**src/hdl/pte_pkg.sv**
```systemverilog
package pte_pkg;

   localparam int MAX_SIDE_DEF      = 2048;
   localparam int PALETTE_DEPTH_DEF = 256;

   localparam int CSR_DATA_W   = 12;
   localparam int CSR_INDEX_W  = 2;
   localparam int PIXEL_ADDR_W = 22;
   localparam int PAL_INDEX_W  = 8;
   localparam int QUEUE_DEPTH  = 4;
   localparam int QPTR_W       = $clog2(QUEUE_DEPTH);

   localparam logic [7:0] ALPHA_OPAQUE = 8'd255;
   localparam logic       KIND_PIXEL   = 1'b1;

   typedef enum logic [1:0] {
      FMT_P8,
      FMT_P4,
      FMT_RGB888,
      FMT_RGBA8888
   } pte_format_type;

   typedef enum logic [1:0] {
      CSR_WIDTH,
      CSR_HEIGHT,
      CSR_FORMAT
   } pte_csr_type;

   typedef enum logic [1:0] {
      OP_PAL_WRITE,
      OP_PIXEL_PAL,
      OP_PIXEL_DIRECT
   } pte_op_type;

   typedef struct packed {
      logic [7:0] alpha;
      logic [7:0] blue;
      logic [7:0] green;
      logic [7:0] red;
   } pte_rgba_type;

   typedef struct packed {
      logic       kind;
      logic [7:0] palette_slot;
      logic [7:0] red;
      logic [7:0] green;
      logic [7:0] blue;
      logic [7:0] alpha;
      logic [7:0] index_byte;
   } pte_req_type;

   typedef struct packed {
      logic [PIXEL_ADDR_W-1:0] pixel_address;
      logic [7:0]              out_red;
      logic [7:0]              out_green;
      logic [7:0]              out_blue;
      logic [7:0]              out_alpha;
      logic                    run_last;
      logic                    image_last;
   } pte_rsp_type;

   // one queued operation: a palette write or one output pixel
   typedef struct packed {
      pte_op_type             op;
      logic                   is_p4;
      logic                   run_last;
      logic [PAL_INDEX_W-1:0] pal_addr;
      pte_rgba_type           color;
   } pte_entry_type;

endpackage

```
**src/hdl/pte_queue.sv**
```systemverilog
module pte_queue (
   input  logic                   clock,
   input  logic                   reset,
   input  logic                   push,
   input  pte_pkg::pte_entry_type push_entry,
   output logic                   full,
   input  logic                   pop,
   output logic                   head_valid,
   output pte_pkg::pte_entry_type head_entry
);
   import pte_pkg::*;

   pte_entry_type      entries_ff [QUEUE_DEPTH];
   logic [QPTR_W-1:0]  wr_ptr_ff, wr_ptr_in;
   logic [QPTR_W-1:0]  rd_ptr_ff, rd_ptr_in;
   logic [QPTR_W:0]    count_ff, count_in;

   always_comb begin
      full       = (count_ff == (QPTR_W + 1)'(QUEUE_DEPTH));
      head_valid = (count_ff != '0);
      head_entry = entries_ff[rd_ptr_ff];
      wr_ptr_in  = push ? wr_ptr_ff + 1'b1 : wr_ptr_ff;
      rd_ptr_in  = pop ? rd_ptr_ff + 1'b1 : rd_ptr_ff;
      count_in   = count_ff;
      if (push && !pop) begin
         count_in = count_ff + 1'b1;
      end else if (pop && !push) begin
         count_in = count_ff - 1'b1;
      end
   end

   always_ff @(posedge clock) begin
      if (reset) begin
         wr_ptr_ff <= '0;
         rd_ptr_ff <= '0;
         count_ff  <= '0;
      end else begin
         wr_ptr_ff <= wr_ptr_in;
         rd_ptr_ff <= rd_ptr_in;
         count_ff  <= count_in;
      end
   end

   always_ff @(posedge clock) begin
      if (push) begin
         entries_ff[wr_ptr_ff] <= push_entry;
      end
   end

   a_no_overflow: assert property (@(posedge clock) disable iff (reset)
      push |-> !full)
      else $error("queue push while full");

   a_no_underflow: assert property (@(posedge clock) disable iff (reset)
      pop |-> head_valid)
      else $error("queue pop while empty");

   a_count_bound: assert property (@(posedge clock) disable iff (reset)
      count_ff <= (QPTR_W + 1)'(QUEUE_DEPTH))
      else $error("queue count out of range");

endmodule

```
**config.mk**
```make
export PLATFORM = sky130hd
export DESIGN_NAME = pte_queue
export DESIGN_NICKNAME = d
export VERILOG_FILES = /design/src/hdl/pte_pkg.sv /design/src/hdl/pte_queue.sv
export SDC_FILE = /design/constraint.sdc
export NUM_CORES = 1
export LEC_CHECK = 0
export BUFFER_PORTS_ARGS = -buffer_cell sky130_fd_sc_hd__buf_2
export CORE_MARGIN = 8
export CORE_UTILIZATION = 61
export DETAILED_ROUTE_END_ITERATION = 10
export GPL_ROUTABILITY_DRIVEN = 0
export PLACE_DENSITY = 0.89
export SKIP_CTS_REPAIR_TIMING = 1
export SYNTH_ARGS = -nofsm -noshare
export SYNTH_HDL_FRONTEND = slang
export SYNTH_SLANG_ARGS = --single-unit
```
**constraint.sdc**
```tcl
create_clock -name clock -period 5.6 [get_ports clock]
set_input_delay 1.12 -clock clock [delete_from_list [all_inputs] [get_ports clock]]
set_output_delay 1.12 -clock clock [all_outputs]
set_load 0.01 [all_outputs]
```
* After elaboration in Yosys (flattened, before gate mapping) *
Memories as Yosys holds them, arrays and structs flattened. A register that Yosys moved wholly into a read port is not among the register bits.
Cells that the tools add are included.

storage, ports and cells
  register bits = 7
  latch bits = 0
  RAM bits = 176
  memory bits (read-only) = 0
  bits of input ports = 48
  output and inout bits = 46
  logic and storage cells = 21
  memories kept = 1

memories
  name        depth  bits a word  read ports  clocked after memory_dff  write ports  RTL line         RTL
  entries_ff  4      44           1           1                         1            pte_queue.sv:13  pte_entry_type entries_ff [QUEUE_DEPTH];

operators by class
  add/subtract/negate cells = 4
  multipliers = 0
  divide/modulo/power cells = 0
  order comparisons = 0
  eq/ne operators = 1
  shift-type cells = 0
  multiplexer cells = 6
  bitwise operators = 0
  reductions and logical operators = 6

operators with widths
  operator                                                            number
  3-bit two-way mux                                                   2
  2-bit by 1-bit adder with 2-bit output, second input constant       2
  2-bit two-way mux                                                   2
  3-bit by 1-bit adder with 3-bit output, second input constant       1
  3-bit equality test, second input constant                          1
  3-bit nonzero test                                                  1
  3-bit by 1-bit subtractor with 3-bit output, second input constant  1
  1-bit logical AND                                                   2
  1-bit zero test                                                     2
  1-bit two-way mux                                                   2
  2-bit nonzero test                                                  1

* Logic depth before layout (Yosys ltp) *
  depth in word-level cells = 4
  depth in mapped cells = 7
  gate-level depth less buffers = 7

* Worst setup path after synthesis *
No wires, ideal clock.

  path kind = in2reg
  from = in push
  to = mem entries_ff[0][0] (netlist name) (enable)
  setup time = 0.406 ns
  data arrival time = 2.181 ns
  required time = 5.194 ns
  slack = 3.014 ns
  stages on the path = 1
  buffers on the path = 0
  path through = and2_1

between the ends
  word-level cells in the longest chain between the ends = 2

RTL lines
  element                                  RTL line         RTL
  start: declaration                       pte_queue.sv:4   input logic push,
  1-bit two-way mux                        pte_queue.sv:45  if (push) begin
  1-bit two-way mux (implied by the code)  pte_queue.sv:46  entries_ff[wr_ptr_ff] <= push_entry;
  end: declaration                         pte_queue.sv:13

Every way passes these cells.

==> results.tsv <==
metric	value	unit
status	finished clean	
cts_tree	built	
fin_crit_sh	61.0	%
holdWs	0.508	ns
worst_slew_margin_rel	20.1	%
hold_viol	0	
nets	432	
r2r-start	wr_ptr_ff[1]	
drv_cap	0	
n_fill_cell	613	
grt_max_degree	45	
cp_num_buf_inv	1	
rsz0062_at_grt	false	
p_leak	2.78	nW
h-tree-depth	4	
diodes	0	
setup_tns	0	ns
hp-start	count_ff[2]	
vias_per_cell	5.81	
slowest_delay	0.92	ns
power.density	390	nW/um2
max_freq	0.293	GHz
clk_latency	0.52	ns
final_max_slew_viol_count	0	
final_cell_mix	edfxtp_1, buf_2, mux4_2	
num_vias	3083	
top_level_ports	94	
yosysSeqAreaShare	79.9	%
cts_buffers	17	
slowest_stage	dfxtp_4	
critical_path.endpoint_type	output pin	
track_usage	17.0	%
portBuffers	93	
dp_slack	2.69	ns
final_common_cell	edfxtp_1	
grt-ovfl-total	0	
path_cells	mux4_1, buf_2	
final_core_util	73.8	%
wl_per_cell	22.6	um
drive_gt1_share	44.5	%
grt_pass1_wl	18300	um
dr.pass1.iters	5	
r2r_slack	3.67	ns
num_rows	38	
setup_violations	0	
area_growth	17.5	%
synth_area	6840	um2
vdd.ir_drop.worst	0.000206	V
synth.area.top_cells	edfxtp_1, mux4_2, dfxtp_1	
finalCriticalPeriod	3.42	ns
root_buffer	clkbuf_8	
core	10900	um2
synth_area_per_cell	25.0	um2
clock_skew	0.00501	ns
cts.path.max_buffers	2	
netlist.area_leader.share	77.3	%
clk_pin_slew	0.07	ns
yosys.area.top_type	edfxtp_1	
die_h	122	um
synth_cell_types	22	
timing.critical_path.max_delay_family	flip-flops	
ant_nets	0	
initial_core_util	62.8	%
grt_pass1_vias	3344	
area.sequential	5470	um2
synth.yosys.warnings	0	
syn_inst	274	
setup_slack	2.18	ns
drt_iter0_drc	250	
crit_arrival	2.30	ns
min_path_type	flip-flop to flip-flop	
multiInputGateArea	1240	um2
worstPathMaxFanout	44	
wl	12000	um
fp.dieW	122	um
setup.worst_path.class	flip-flop to output pin	
crit_required	4.48	ns
clock-sinks	185	
drc	0	
dieArea	14900	um2
grt_antenna_before_repair	1	
tightestPinTransition	1.20	ns
synth_seq_cells	185	
synth_nets	328	
worstSetupStartpointType	flip-flop	
==> metrics by stage <==
| stage | total power [mW] | cell area, um2 | std cells |
|---|---|---|---|
| final | 3.13 | 8040 | 531 |
| after global routing | 3.24 | 8040 | 531 |
| after CTS | 3.16 | 8040 | 531 |
| after detailed placement | 1.93 | 7390 | 499 |
| after global placement | 1.92 | 7390 | 499 |
| after floorplan | 1.82 | 6840 | 274 |
==> worst reg2reg max path: cells and delay by family (launching register included) <==
kind / cells / cell delay, ns
and+or+nand+nor: 1 / 0.95
DFF: 1 / 0.35
adders and majority gates: 1 / 0.14
buffers and inverters: 1 / 0.09
==> flip-flops by register name, indices dropped and copies added, names as in the netlist, named ones only <==
register,count
wr_ptr_ff,2
rd_ptr_ff,2
entries_ff,176
count_ff,3
==> cell usage after synthesis <==
cell type  count
mux4_1         4
and2_1         4
buf_2          4
xor2_1         3
mux4_2        40
buf_12         4
a21oi_1        1
o21ai_0        1
nand2_1        1
buf_6          1
nor2_1         7
nor3b_1        1
xnor2_1        2
or3_1          2
inv_1          4
mux2i_1        2
fa_1           1
dfxtp_1        9
edfxtp_1     176
clkbuf_1       1
ha_1           5
clkbuf_2       1
==> final timing paths <==
check / end / cells after the start
worst min register to register: count_ff[2] / 2
worst max-delay path: head_entry[39] / 2
worst max register to register: entries_ff[1][6] / 3
worst min-delay path: count_ff[2] / 2
==> final cells by class <==
type                    count  area share [%]
clock buffers              24            6.91
clock inverters             8            1.14
inverters                   4           0.187
multi-input cells          74            15.5
flip-flops and latches    185            68.1
well taps                 140            2.18
repair buffers             96            6.07
==> cells by family (layout without fill, tap and decap cells) <==
logic type,count (synthesis),in the layout,share of synthesized area [%]
and+or+nand+nor,15,15,1.10
xor gates and xnor gates,5,5,0.641
DFF,185,185,79.9
adders and majority gates,6,6,1.21
muxes,46,46,15.0
AOI/OAI and AO/OA,2,2,0.146
buffers and inverters,15,132,1.98
==> per-layer routing <==
metal | global-route usage [%] | routed length, um | vias to the layer above
met1 | 20.0 | 4660 | 1598
met3 | 6.29 | 882 | 17
met2 | 28.6 | 6350 | 104
li1 | - | - | 1362
met4 | 5.09 | 119 | 2
met5 | 0 | 13 | -
==> power breakdown <==
part | switching (mW) | internal, mW | total (mW)
Combinational | 0.127 | 0.132 | 0.259
Sequential | 0.0487 | 1.59 | 1.64
Clock | 0.493 | 0.742 | 1.24
Total | 0.669 | 2.46 | 3.13
Power figures use the tool's default switching activity.
