<file path="config.mk">
export PLATFORM = sky130hd
export DESIGN_NAME = pte_front
export DESIGN_NICKNAME = d
export VERILOG_FILES = /design/src/hdl/pte_pkg.sv /design/src/hdl/pte_front.sv
export SDC_FILE = /design/constraint.sdc
export NUM_CORES = 1
export LEC_CHECK = 0
export ABC_AREA = 1
export BUFFER_PORTS_ARGS = -buffer_cell sky130_fd_sc_hd__buf_4
export CORE_ASPECT_RATIO = 0.5
export CORE_MARGIN = 3
export CORE_UTILIZATION = 36
export DETAILED_ROUTE_END_ITERATION = 6
export GPL_TIMING_DRIVEN = 0
export HOLD_SLACK_MARGIN = 0.12
export PLACE_DENSITY = 0.84
export SYNTH_ARGS = -nofsm -noshare
export SYNTH_HDL_FRONTEND = slang
export SYNTH_SLANG_ARGS = --single-unit
</file>
<file path="constraint.sdc">
create_clock -name clock -period 1.4 [get_ports clock]
set_input_delay 0.14 -clock clock [delete_from_list [all_inputs] [get_ports clock]]
set_output_delay 0.14 -clock clock [all_outputs]
set_load 0.02 [all_outputs]
</file>
<file path="src/hdl/pte_pkg.sv">
package pte_pkg;

   localparam int MAX_SIDE_DEF      = 2048;
   localparam int PALETTE_DEPTH_DEF = 256;

   localparam int CSR_DATA_W   = 12;
   localparam int CSR_INDEX_W  = 2;
   localparam int PIXEL_ADDR_W = 22;
   localparam int PAL_INDEX_W  = 8;
   localparam int QUEUE_DEPTH  = 4;
   localparam int QPTR_W       = $clog2(QUEUE_DEPTH);

   localparam logic [7:0] ALPHA_OPAQUE = 8'd255;
   localparam logic       KIND_PIXEL   = 1'b1;

   typedef enum logic [1:0] {
      FMT_P8,
      FMT_P4,
      FMT_RGB888,
      FMT_RGBA8888
   } pte_format_type;

   typedef enum logic [1:0] {
      CSR_WIDTH,
      CSR_HEIGHT,
      CSR_FORMAT
   } pte_csr_type;

   typedef enum logic [1:0] {
      OP_PAL_WRITE,
      OP_PIXEL_PAL,
      OP_PIXEL_DIRECT
   } pte_op_type;

   typedef struct packed {
      logic [7:0] alpha;
      logic [7:0] blue;
      logic [7:0] green;
      logic [7:0] red;
   } pte_rgba_type;

   typedef struct packed {
      logic       kind;
      logic [7:0] palette_slot;
      logic [7:0] red;
      logic [7:0] green;
      logic [7:0] blue;
      logic [7:0] alpha;
      logic [7:0] index_byte;
   } pte_req_type;

   typedef struct packed {
      logic [PIXEL_ADDR_W-1:0] pixel_address;
      logic [7:0]              out_red;
      logic [7:0]              out_green;
      logic [7:0]              out_blue;
      logic [7:0]              out_alpha;
      logic                    run_last;
      logic                    image_last;
   } pte_rsp_type;

   // one queued operation: a palette write or one output pixel
   typedef struct packed {
      pte_op_type             op;
      logic                   is_p4;
      logic                   run_last;
      logic [PAL_INDEX_W-1:0] pal_addr;
      pte_rgba_type           color;
   } pte_entry_type;

endpackage

</file>
<file path="src/hdl/pte_front.sv">
module pte_front #(
   parameter int MAX_SIDE      = pte_pkg::MAX_SIDE_DEF,
   parameter int PALETTE_DEPTH = pte_pkg::PALETTE_DEPTH_DEF
) (
   input  logic                                clock,
   input  logic                                reset,
   input  logic                                req_valid,
   output logic                                req_ready,
   input  pte_pkg::pte_req_type                req_data,
   input  logic                                csr_write_en,
   input  logic [pte_pkg::CSR_INDEX_W-1:0]     csr_index,
   input  logic [pte_pkg::CSR_DATA_W-1:0]      csr_wdata,
   input  logic                                q_full,
   output logic                                q_push,
   output pte_pkg::pte_entry_type              q_entry,
   output logic [$clog2(MAX_SIDE + 1)-1:0]     side_w,
   output logic [$clog2(MAX_SIDE + 1)-1:0]     side_h
);
   import pte_pkg::*;

   localparam int SW = $clog2(MAX_SIDE + 1);

   logic [CSR_DATA_W-1:0]  width_ff, width_in;
   logic [CSR_DATA_W-1:0]  height_ff, height_in;
   pte_format_type         format_ff, format_in;
   logic                   phase_ff, phase_in;

   logic [PAL_INDEX_W-1:0] slot_map [256];
   logic [PAL_INDEX_W-1:0] map_sel;
   logic                   is_pixel;
   logic                   is_p4;
   logic                   drop;

   // palette index wrap, folded into a constant table
   for (genvar gi = 0; gi < 256; gi++) begin : g_slot_map
      assign slot_map[gi] = PAL_INDEX_W'(gi % PALETTE_DEPTH);
   end

   function automatic logic [SW-1:0] clamp_side(input logic [CSR_DATA_W-1:0] v);
      logic [SW-1:0] res;
      if (v == '0) begin
         res = SW'(1);
      end else if ({1'b0, v} > (CSR_DATA_W + 1)'(MAX_SIDE)) begin
         res = SW'(MAX_SIDE);
      end else begin
         res = SW'(v);
      end
      return res;
   endfunction

   always_comb begin
      width_in  = width_ff;
      height_in = height_ff;
      format_in = format_ff;
      if (csr_write_en) begin
         case (pte_csr_type'(csr_index))
            CSR_WIDTH:  width_in  = csr_wdata;
            CSR_HEIGHT: height_in = csr_wdata;
            CSR_FORMAT: format_in = pte_format_type'(csr_wdata[1:0]);
            default:    ;
         endcase
      end
   end

   always_comb begin
      side_w   = clamp_side(width_ff);
      side_h   = clamp_side(height_ff);
      is_pixel = (req_data.kind == KIND_PIXEL);
      is_p4    = is_pixel && (format_ff == FMT_P4);
      // a 1x1 image holds no pixel pair in P4
      drop     = is_p4 && (side_w == SW'(1)) && (side_h == SW'(1));
      map_sel  = is_pixel ? req_data.index_byte : req_data.palette_slot;

      q_entry.op          = OP_PIXEL_DIRECT;
      q_entry.is_p4       = is_p4;
      q_entry.run_last    = !is_p4 || phase_ff;
      q_entry.pal_addr    = slot_map[map_sel];
      q_entry.color.red   = req_data.red;
      q_entry.color.green = req_data.green;
      q_entry.color.blue  = req_data.blue;
      q_entry.color.alpha = req_data.alpha;

      if (!is_pixel) begin
         q_entry.op = OP_PAL_WRITE;
      end else begin
         case (format_ff)
            FMT_P8: begin
               q_entry.op = OP_PIXEL_PAL;
            end
            FMT_P4: begin
               q_entry.op       = OP_PIXEL_PAL;
               q_entry.pal_addr = phase_ff ? {4'b0, req_data.index_byte[7:4]}
                                           : {4'b0, req_data.index_byte[3:0]};
            end
            FMT_RGB888: begin
               q_entry.color.alpha = ALPHA_OPAQUE;
            end
            default: ;
         endcase
      end

      q_push    = req_valid && !drop && !q_full;
      req_ready = drop || (!q_full && (!is_p4 || phase_ff));

      phase_in = phase_ff;
      if (q_push && is_p4) begin
         phase_in = !phase_ff;
      end
   end

   always_ff @(posedge clock) begin
      if (reset) begin
         width_ff  <= CSR_DATA_W'(1);
         height_ff <= CSR_DATA_W'(1);
         format_ff <= FMT_P8;
         phase_ff  <= 1'b0;
      end else begin
         width_ff  <= width_in;
         height_ff <= height_in;
         format_ff <= format_in;
         phase_ff  <= phase_in;
      end
   end

endmodule

</file>
# Yosys cells after proc, flatten, opt, wreduce, memory -nomap -nowiden
# Memory sizes are Yosys's and may differ from the RTL's.
# Cells that the tools add are included.
# W data, S select, Z words.
word_totals:
  n_memories: 1
  inputBits: 68
  reg_bits: 27
  romBits: 2048
op_classes:
  mux: 13
  n_lt_le_gt_ge: 3
  bitwise: 1
  n_reduce_logical: 21
  n_eq_ne: 6
memory_table:
  columns: ["memory", "words", "word_bits", "read_ports", "rd_clocked_by_memory_dff", "wr", "line_no", "text"]
  rows:
  - ["(no name shown)", 256, 8, 1, 0, 0, "pte_front.sv:77", "q_entry.pal_addr = slot_map[map_sel];"]
ops:
  columns: ["operator", "count"]
  rows:
  - ["$mux W12", 4]
  - ["$mux W8", 5]
  - ["$eq A12 B1 Y1 const B", 2]
  - ["$gt A12 B12 Y1 const B", 2]
  - ["$logic_not A12 Y1", 2]
  - ["$mux W16", 1]
  - ["$ge A9 B9 Y1 const B", 1]
  - ["$not A8 Y9", 1]
  - ["$logic_and A1 B1 Y1", 7]
  - ["$reduce_and A2 Y1", 3]
  - ["$eq A2 B1 Y1 const B", 2]
  - ["$eq A2 B2 Y1 const B", 2]
  - ["$logic_not A1 Y1", 4]
  - ["$logic_not A2 Y1", 2]
  - ["$mux W2", 2]
  - ["$mux W4", 1]
  - ["$logic_or A1 B1 Y1", 2]
  - ["$reduce_or A2 Y1", 1]

# Logic depth before layout (Yosys ltp)
# Gate-level depths: netlist of run 1.
logic_depth:
  depth_word: 10
  mapped_depth: 14

# Worst setup path after synthesis of run 1
# Ideal clock, no wire load.
synth_path:
  kind: "register to output"
  startpoint: "register width_ff[2]"
  endpoint: "output req_ready"
  setup_slack_ns: -0.127
  arrival_time_ns: 1.387
  stages_incl_launch_ff: 12
  t_required_ns: 1.260
  cell_sequence: "dfxtp_1 -> nor2_1 -> nand2_1 -> nor2_2 -> nand2_2 -> nand2_4 -> nand2_1 -> nand2_2 -> nand2_2 -> nor2_2 -> nand3_2 -> o21ai_0"
synth_between:
  elab_chain_cells: 7
  elab_cells_between_ends: 8
  classes_between: "order compare: 1; eq/ne: 1; mux: 2; reduce/logical: 4"
synth_rtl:
  columns: ["item", "line_no", "text"]
  rows:
  - ["start: declaration", "pte_front.sv:23", "logic [CSR_DATA_W-1:0] width_ff, width_in;"]
  - ["start signal: assignment", "pte_front.sv:118", "width_ff <= width_in;"]
  - ["$gt A12 B12 Y1", "pte_front.sv:43", "end else if ({1'b0, v} > (CSR_DATA_W + 1)'(MAX_SIDE)) begin"]
  - ["$mux W12", "pte_front.sv:43", null]
  - ["$mux W12 *", "pte_front.sv:41", "if (v == '0) begin"]
  - ["via side_w[0]", "pte_front.sv:16", "output logic [$clog2(MAX_SIDE + 1)-1:0] side_w,"]
  - ["$eq A12 B1 Y1 *", "pte_front.sv:71", "drop = is_p4 && (side_w == SW'(1)) && (side_h == SW'(1));"]
  - ["$logic_and A1 B1 Y1 * (2 in series)", "pte_front.sv:71", null]
  - ["$logic_or A1 B1 Y1 *", "pte_front.sv:103", "req_ready = drop || (!q_full && (!is_p4 || phase_ff));"]
  - ["end: declaration", "pte_front.sv:8", "output logic req_ready,"]
# Mark *: on every way through the listed nets, which the timed path passes. The rest lies on a longest branch.

# Worst setup path in the final report of run 1
layout_path:
  startpoint: "register width_ff[1]"
  endpoint: "output q_push"
layout_between:
  elab_chain_cells: 9
  elab_cells_between_ends: 10
  classes_between: "order compare: 1; eq/ne: 1; mux: 2; reduce/logical: 6"
layout_rtl:
  columns: ["item", "line_no", "text"]
  rows:
  - ["$gt A12 B12 Y1", "pte_front.sv:43", null]
  - ["$mux W12", "pte_front.sv:43", null]
  - ["$mux W12 *", "pte_front.sv:41", null]
  - ["$eq A12 B1 Y1 *", "pte_front.sv:71", null]
  - ["$logic_and A1 B1 Y1 * (2 in series)", "pte_front.sv:71", null]
  - ["$logic_not A1 Y1 *", "pte_front.sv:102", "q_push = req_valid && !drop && !q_full;"]
  - ["$logic_and A1 B1 Y1 * (2 in series)", "pte_front.sv:102", null]
  - ["end: declaration", "pte_front.sv:14", "output logic q_push,"]
# Every way passes the cells marked *; elsewhere a longest branch is shown, timed or not.

==> impl_metrics.env, run 1 <==
export IMPL_fp_coreArea_um2=4573
export IMPL_crit_end="q_push"
export IMPL_syn_inst=287
export IMPL_violations="setup timing"
export IMPL_synth_warnings=0
export IMPL_start_util=0.3869
export IMPL_worstSetupPathType="register to primary output"
export IMPL_fin_worst_skew_ps=1.683
export IMPL_reg2regPathDepth=16
export IMPL_yosys_top_cells_area="dfxtp_1 31%, buf_4 11%, o21ai_0 10%"
export IMPL_vdd_drop_max_uv=359.4
export IMPL_cts_root_buf="clkbuf_8"
export IMPL_max_slew_worst_pin_slew_ps=499.8
export IMPL_grt_max_degree=17
export IMPL_h_tree_depth=1
export IMPL_r2r_start="width_ff[1]"
export IMPL_synth_top_area_cell="dfxtp_1"
export IMPL_relSlewSlack=0.6668
export IMPL_ys_types=20
export IMPL_wl_per_cell_um=13.58
export IMPL_final_util=0.6963
export IMPL_remaining_drc_errors=0
export IMPL_design_area_um2=3184
export IMPL_critPathMaxFanout=7
export IMPL_endpoint_kind="primary output"
export IMPL_area_growth_pct=79.99
export IMPL_vias_per_cell=4.750
export IMPL_postSynthAreaPerCell_um2=6.164
export IMPL_routabilityCongestion=0.8509
export IMPL_drv_cap=0
export IMPL_max_clock_freq_mhz=501.8
export IMPL_dpl_cell_area_um2=2720
export IMPL_die_y_um=55.57
export IMPL_timing_rr_end="phase_ff"
export IMPL_setup_worst_path_start_class="register"
export IMPL_place_ws_ps=-348.4
export IMPL_routed_wl_um=6679
export IMPL_cts_sinks=27
export IMPL_die_x_um=105.1
export IMPL_synthDominantCellAreaShare=0.3055
export IMPL_drive_above_1_share=0.5423
export IMPL_setup_violations=28
export IMPL_rsz0062_at_grt="yes"
export IMPL_antenna_found_initial=0
export IMPL_hold_violations=0
export IMPL_numCtsBuffers=3
export IMPL_ys_flop_type="dfxtp_1"
export IMPL_r2r_setup_slack_ps=-440
export IMPL_drtAntennaViolNets=0
export IMPL_hpwl_um=4525
export IMPL_seq_area_frac_synth=0.3055
export IMPL_clockBufferDepth=2
export IMPL_synthArstFlopShare=0
export IMPL_hp_class="primary input to register"
export IMPL_pin_count=138
export IMPL_cts_tree="yes"
export IMPL_synth_edf_count=0
export IMPL_critPathRequiredTime_ps=1260
export IMPL_nNetsFinal=495
export IMPL_power_density_nw_per_um2=694.4
export IMPL_outcome="finished with violations"
export IMPL_syn_nets=355
export IMPL_synth_area_um2=1769
export IMPL_setup_slack_ps=-592.9
export IMPL_insertion_delay_ps=280
export IMPL_antennaDiodeCount=0
export IMPL_port_buffers=113
export IMPL_grt_pass1_wl_um=9584
export IMPL_clk_pin_slew_ps=100
export IMPL_rows=17
export IMPL_finalCritPeriodShare=1.423
export IMPL_yosysMostFrequentCell="nand2_1"
export IMPL_fin_crit_ps=1993
export IMPL_ys_ff_latch=27
export IMPL_leakage_uw=0.001638
export IMPL_first_pass_iters=4
export IMPL_grt_total_usage=0.1948
export IMPL_cp_arrival_ps=1850
export IMPL_die_area_um2=5843
export IMPL_num_vias=2337
export IMPL_maxSlewViolCount=0
export IMPL_drt_iter0_markers=141
export IMPL_cp_startpoint="width_ff[1]"
export IMPL_gr_total_overflow=0
export IMPL_first_global_vias=2160
export IMPL_ys_top_cells_by_count="45 x nand2_1, 44 x inv_1, 42 x nor2_1"
## cell families (layout without fill, tap and decap cells)
group	Yosys count	in the layout	share of synthesized area
and+or+nand+nor	122	122	0.3034
buffers and inverters	79	218	0.2228
AOI/OAI and AO/OA	59	59	0.1683
DFF	27	27	0.3055
## worst max-delay path, stage by stage (launching register included)
cell and delay (ps):
dfxtp_1 370, nor2_2 100, nand2_1 70, nor2_2 140
nand2_2 80, nand2_4 110, nand2_4 60, nand2_4 60
nand2_2 50, nor2_2 110, nand3_2 130, and2_4 170
buf_6 120
## area by class of cell
class	instances	area [um2]
tap	66	82.58
multi-input combinational	181	983.4
clock buffer	3	41.29
sequential	27	571.8
clock inverter	1	7.507
timing repair buffer	135	1086
inverter	45	182.7
buffer	34	229.0
fill	365	1389
## per-layer routing
metal,vias to the layer above,routed length [um],track usage
li1,1153,-,-
met4,0,210,0.05981
met3,20,451,0.05214
met5,-,0,0
met2,102,3537,0.3737
met1,1062,2479,0.2096
## timing repair
action | 4_1_cts | 5_1_grt
gates resized for setup | 41 | 48
hold endpoints to repair | 3 | 0
setup endpoints to repair | 29 | 42
hold buffers | 2 | 0
pin swaps | 8 | 19
setup buffers | 14 | 8
## flip-flops by register name, summed over array words and instances, names as in the netlist
name,flops
height_ff,12
width_ff,12
format_ff,2
phase_ff,1
## placed cells by master (no fill, tap or decap), drive strengths merged
cell type	n
buf	160
nand2	52
nor2	46
inv	44
o21ai	37
dfxtp	27
a21oi	21
nand3	19
clkbuf	10
or2	2
clkinvlp	2
dlygate4sd3	2
o211ai	1
nor3	1
and2	1
nand4	1
## worst min-delay path by stage
stage | start | endpoint | slack, ps | cells past startpoint
2_1_floorplan | csr_wdata[0] | height_ff[0] | 250 | 2
3_3_place_gp | csr_wdata[0] | height_ff[0] | 360 | 3
3_5_place_dp | csr_wdata[0] | width_ff[0] | 370 | 3
4_1_cts | csr_wdata[7] | height_ff[7] | 150 | 3
5_1_grt | csr_wdata[8] | height_ff[8] | 160 | 3
6_report | csr_wdata[7] | height_ff[7] | 150 | 3
## metrics by stage
stage	power (uW)	hold WS, ps	instances	TNS [ps]
finish	2211	147.1	492	-8833
global route	2315	159.9	492	-11720
CTS	2147	151.2	486	-5885
detailed placement	1621	372.3	466	-875.4
global placement	1610	363.3	466	-863.8
floorplan	1287	253.2	287	-32.17
## power breakdown
part | internal [uW] | switching, uW
Clock | 203 | 263
Sequential | 808 | 38.7
Combinational | 435 | 464
No activity file was read; power rests on OpenSTA's default activity.
==> run 2, diff against run 1 <==
- ABC_CLOCK_PERIOD_IN_PS: unset -> 1400
- PLACE_DENSITY: 0.84 -> unset
- PLACE_DENSITY_LB_ADDON: unset -> 0.25
==> impl_metrics.env, run 2 (synthesis gave the netlist of run 1 again) <==
export IMPL_maxSlewViolCount=0
export IMPL_p_int_uw=1441
export IMPL_hold_start="csr_wdata[11]"
export IMPL_max_clock_freq_mhz=507.7
export IMPL_routed_wl_um=6351
export IMPL_netSwitchingPower_uw=732.5
export IMPL_setup_slack_ps=-569.5
export IMPL_hold_path_endpoint="height_ff[11]"
export IMPL_place_ws_ps=-388.9
export IMPL_pin_count=138
export IMPL_vias_per_cell=4.699
export IMPL_layout_common_cells="140 x buf_4, 40 x inv_1, 39 x nand2_1, 37 x nor2_1, 34 x o21ai_0"
export IMPL_first_global_vias=2115
export IMPL_setup_violations=24
export IMPL_fin_crit_ps=1970
export IMPL_grt_pass1_wl_um=9639
export IMPL_start_util=0.3869
export IMPL_endpoint_kind="primary output"
export IMPL_r2r_start="height_ff[6]"
export IMPL_r2r_setup_slack_ps=-190
export IMPL_layout_cells_non_filler=488
export IMPL_hpwl_um=4900
export IMPL_drt_iter0_markers=109
export IMPL_hp_class="primary input to register"
export IMPL_fillers=407
export IMPL_clk_pin_slew_ps=90
export IMPL_remaining_drc_errors=0
export IMPL_hold_violations=0
export IMPL_cts_sinks=27
export IMPL_layout_commonest_cell="buf_4"
export IMPL_p_total_uw=2174
export IMPL_reg_largest_list="height_ff (12), width_ff (12), format_ff (2)"
export IMPL_critPathRequiredTime_ps=1260
export IMPL_min_delay_path_depth=3
export IMPL_cp_arrival_ps=1830
export IMPL_critPathMaxFanout=7
export IMPL_seqPwrFrac=0.387
export IMPL_dp_cells=466
export IMPL_wl_per_cell_um=13.01
export IMPL_nNetsFinal=491
export IMPL_max_slew_worst_pin_slew_ps=488.6
export IMPL_swShare=0.3369
export IMPL_die_area_um2=5843
export IMPL_num_vias=2293
export IMPL_routabilityCongestion=0.8405
export IMPL_vdd_drop_max_uv=379.8
export IMPL_cts_root_buf="clkbuf_8"
export IMPL_violations="setup timing"
export IMPL_h_tree_depth=1
export IMPL_pwr_share_clk=0.207
export IMPL_combPwrFrac=0.406
export IMPL_numCtsBuffers=3
export IMPL_cts_tree="yes"
export IMPL_drive_above_1_share=0.5024
export IMPL_insertion_delay_ps=280
export IMPL_port_buffers=113
export IMPL_rsz0062_at_grt="yes"
export IMPL_fp_coreArea_um2=4573
export IMPL_reg2regPathDepth=14
export IMPL_gr_total_overflow=0
export IMPL_clockBufferDepth=2
export IMPL_finalCritPeriodShare=1.407
export IMPL_hold_slack_ps=141.3
export IMPL_timing_rr_end="phase_ff"
export IMPL_grt_total_usage=0.1973
export IMPL_relSlewSlack=0.6742
export IMPL_area_growth_pct=74.26
export IMPL_antenna_found_initial=0
export IMPL_die_x_um=105.1
export IMPL_power_density_nw_per_um2=705.2
export IMPL_drtAntennaViolNets=0
export IMPL_leakage_uw=0.001619
export IMPL_outcome="finished with violations"
export IMPL_grt_max_degree=15
export IMPL_tns_ps=-6405
export IMPL_drv_cap=0
export IMPL_first_pass_iters=4
export IMPL_rows=17
export IMPL_setup_worst_path_start_class="register"
export IMPL_worstSetupPathType="register to primary output"
export IMPL_die_y_um=55.57
export IMPL_fin_worst_skew_ps=7.043
export IMPL_antennaDiodeCount=0
## run 2: worst max-delay path, cell delays in order (launching register included)
cell	delay [ps]
dfxtp_2	340
nor2_2	90
nand2_1	70
nor2_2	150
nand2_2	90
nand2_4	110
nand2_4	60
nand2_4	70
nand2_2	60
nor2_2	90
nand3_2	130
and2_4	170
buf_6	120
## run 2: per-stage QoR
| stage | area, um2 | utilization |
|---|---|---|
| global route | 3083 | 0.6741 |
| detailed placement | 2720 | 0.5948 |
| CTS | 2979 | 0.6514 |
| floorplan | 1789 | - |
| global placement | 2720 | 0.5948 |
| finish | 3083 | 0.6741 |
## run 2: layer usage
| metal | global-route usage | up-vias | wire length (um) |
|---|---|---|---|
| met4 | 0.05047 | 0 | 133 |
| met5 | 0 | - | 0 |
| met1 | 0.2293 | 1030 | 2522 |
| met2 | 0.3601 | 108 | 3217 |
| li1 | - | 1138 | - |
| met3 | 0.05446 | 17 | 476 |
## run 2: what timing repair did
action | in CTS | in global routing
setup endpoints to repair | 30 | 40
endpoints found under the hold margin | 2 | 0
hold buffers | 1 | 0
pin swaps | 5 | 8
buffers inserted | 13 | 6
gates resized for setup | 41 | 25
## run 2: layout make-up
cell class	instances	area, um2	share of cell area
inverter	45	175.2	0.05682
tap	66	82.58	0.02679
sequential	27	561.8	0.1822
buffer	34	226.5	0.07346
clock buffer	4	45.04	0.01461
multi-input combinational	181	945.9	0.3068
timing repair buffer	131	1046	0.3393
## run 2: how the worst max path moves through the flow
stage	from	to	depth (start not counted)
2_1_floorplan	height_ff[7]	phase_ff	14
3_3_place_gp	format_ff[0]	q_push	9
3_5_place_dp	format_ff[0]	q_push	9
4_1_cts	height_ff[0]	q_push	12
5_1_grt	height_ff[6]	q_push	12
6_report	height_ff[6]	q_push	12
## run 2: power by group through the flow
stage	combinational, uW	clock (uW)	sequential [uW]
floorplan	440	0	847
global placement	760	0	854
detailed placement	773	0	856
CTS	851	462	842
global route	945	489	847
finish	882	450	842
==> run 3, diff against run 2 <==
==> constraint.sdc (replaced) <==
create_clock -name clock -period 1.4 [get_ports clock]
set_input_delay 0.21 -clock clock [delete_from_list [all_inputs] [get_ports clock]]
set_output_delay 0.21 -clock clock [all_outputs]
set_load 0.02 [all_outputs]
==> impl_metrics.env, run 3 (synthesis gave the netlist of run 1 again) <==
export IMPL_outcome="finished with violations"
export IMPL_violations="setup timing"
export IMPL_p_total_uw=2178
export IMPL_finalCritPeriodShare=1.451
export IMPL_routed_wl_um=6380
export IMPL_remaining_drc_errors=0
export IMPL_antennaDiodeCount=0
export IMPL_vdd_drop_max_uv=379.8
export IMPL_insertion_delay_ps=280
export IMPL_h_tree_depth=1
export IMPL_grt_total_usage=0.2005
export IMPL_dpl_cell_area_um2=2720
export IMPL_fillers=402
export IMPL_port_buffers=113
export IMPL_grt_max_degree=15
export IMPL_crit_chain="nor2_2, nand2_1, nor2_2, nand2_2, nand2_4, nand2_4, nand2_4, nand2_2, nor2_2, nand3_2, and2_4, buf_6"
export IMPL_cp_arrival_ps=1820
export IMPL_cts_tree="yes"
export IMPL_design_area_um2=3104
export IMPL_setup_violations=28
export IMPL_rows=17
export IMPL_hold_slack_ps=165.7
export IMPL_hold_buffers=0
export IMPL_hp_class="primary input to register"
export IMPL_layout_commonest_cell="buf_4"
export IMPL_relSlewSlack=0.6757
export IMPL_die_area_um2=5843
export IMPL_routabilityCongestion=0.8405
export IMPL_fin_worst_skew_ps=6.613
export IMPL_vias_per_cell=4.707
export IMPL_leakage_uw=0.001624
export IMPL_die_x_um=105.1
export IMPL_hold_violations=0
export IMPL_rsz0062_at_grt="yes"
export IMPL_layout_cells_non_filler=488
export IMPL_drive_above_1_share=0.5118
export IMPL_cts_root_buf="clkbuf_8"
export IMPL_max_clock_freq_mhz=492.1
export IMPL_pin_count=138
export IMPL_start_util=0.3869
export IMPL_hpwl_um=4900
export IMPL_max_slew_worst_pin_slew_ps=486.5
export IMPL_fin_crit_ps=2032
export IMPL_critPathMaxFanout=7
export IMPL_nNetsFinal=491
export IMPL_cts_sinks=27
export IMPL_max_stage_delay_ps=340
export IMPL_reg_largest_list="height_ff (12), width_ff (12), format_ff (2)"
export IMPL_area_growth_pct=75.46
export IMPL_maxSlewViolCount=0
export IMPL_worstSetupPathType="register to primary output"
export IMPL_drt_iter0_markers=75
export IMPL_setup_slack_ps=-631.9
export IMPL_power_density_nw_per_um2=701.6
export IMPL_antenna_found_initial=0
export IMPL_first_pass_iters=4
export IMPL_die_y_um=55.57
export IMPL_fp_coreArea_um2=4573
export IMPL_setup_worst_path_start_class="register"
export IMPL_clockBufferDepth=2
export IMPL_critPathRequiredTime_ps=1190
export IMPL_endpoint_kind="primary output"
export IMPL_clk_pin_slew_ps=90
export IMPL_final_util=0.6788
export IMPL_numCtsBuffers=3
export IMPL_grt_pass1_wl_um=9784
export IMPL_wl_per_cell_um=13.07
export IMPL_critPathSlowestCell="dfxtp_2"
export IMPL_drv_cap=0
export IMPL_dp_cells=466
export IMPL_layout_common_cells="139 x buf_4, 39 x nand2_1, 38 x inv_1, 37 x nor2_1, 32 x o21ai_0"
export IMPL_num_vias=2297
export IMPL_gr_total_overflow=0
export IMPL_drtAntennaViolNets=0
export IMPL_first_global_vias=2149
-- run 3: cell count changes in the layout (fill, tap and decap cells not counted), moves of 2 or more --
cell / before / now
o21ai_0: 34 / 32
inv_2: 2 / 4
inv_1: 40 / 38
buf_6: 16 / 18
-- run 3: final timing paths --
kind	cells past startpoint	to	slack, ps	from
max reg2reg	14	phase_ff	-290	height_ff[6]
min reg2reg	2	width_ff[7]	480	width_ff[7]
max	12	q_push	-630	height_ff[6]
min	3	width_ff[0]	170	csr_wdata[0]
-- run 3: cell type report --
cell class	instances	area, um2	share of cell area
buffer	34	226.5	0.07295
timing repair buffer	131	1051	0.3386
inverter	45	175.2	0.05643
tap	66	82.58	0.02660
multi-input combinational	181	962.2	0.3100
clock buffer	4	45.04	0.01451
sequential	27	561.8	0.1810
-- run 3: what timing repair did --
action / CTS / global route
endpoints found under the setup margin: 42 / 41
gates resized for setup: 54 / 20
endpoints found under the hold margin: 0 / 0
buffers inserted: 14 / 6
pin swaps: 6 / 8
-- run 3: through the flow --
step,setup TNS [ps],worst slack [ps]
finish,-8246,-631.9
global route,-11720,-768.3
CTS,-7636,-616.2
detailed placement,-2561,-458.9
global placement,-1675,-400.2
floorplan,-143.1,-85.82
-- run 3: critical path, delay by kind of cell, from the launching register on --
family,cells,cell delay [ps]
buffers and inverters,1,120
DFF,1,340
and+or+nand+nor,11,1080
-- run 3: power by group --
group,leakage (uW),total (uW),switching (uW),internal (uW)
Clock,0.0000228,449,245,204
Sequential,0.000225,842,33.9,808
Combinational,0.00138,887,456,431
Total,0.00162,2180,735,1440
-- run 3: layer usage --
layer,GRT usage,part of all wire,up-vias
li1,-,-,1139
met1,0.2316,0.38,1030
met2,0.3719,0.52,112
met3,0.05098,0.080,16
met4,0.05047,0.019,0
met5,0,0,-
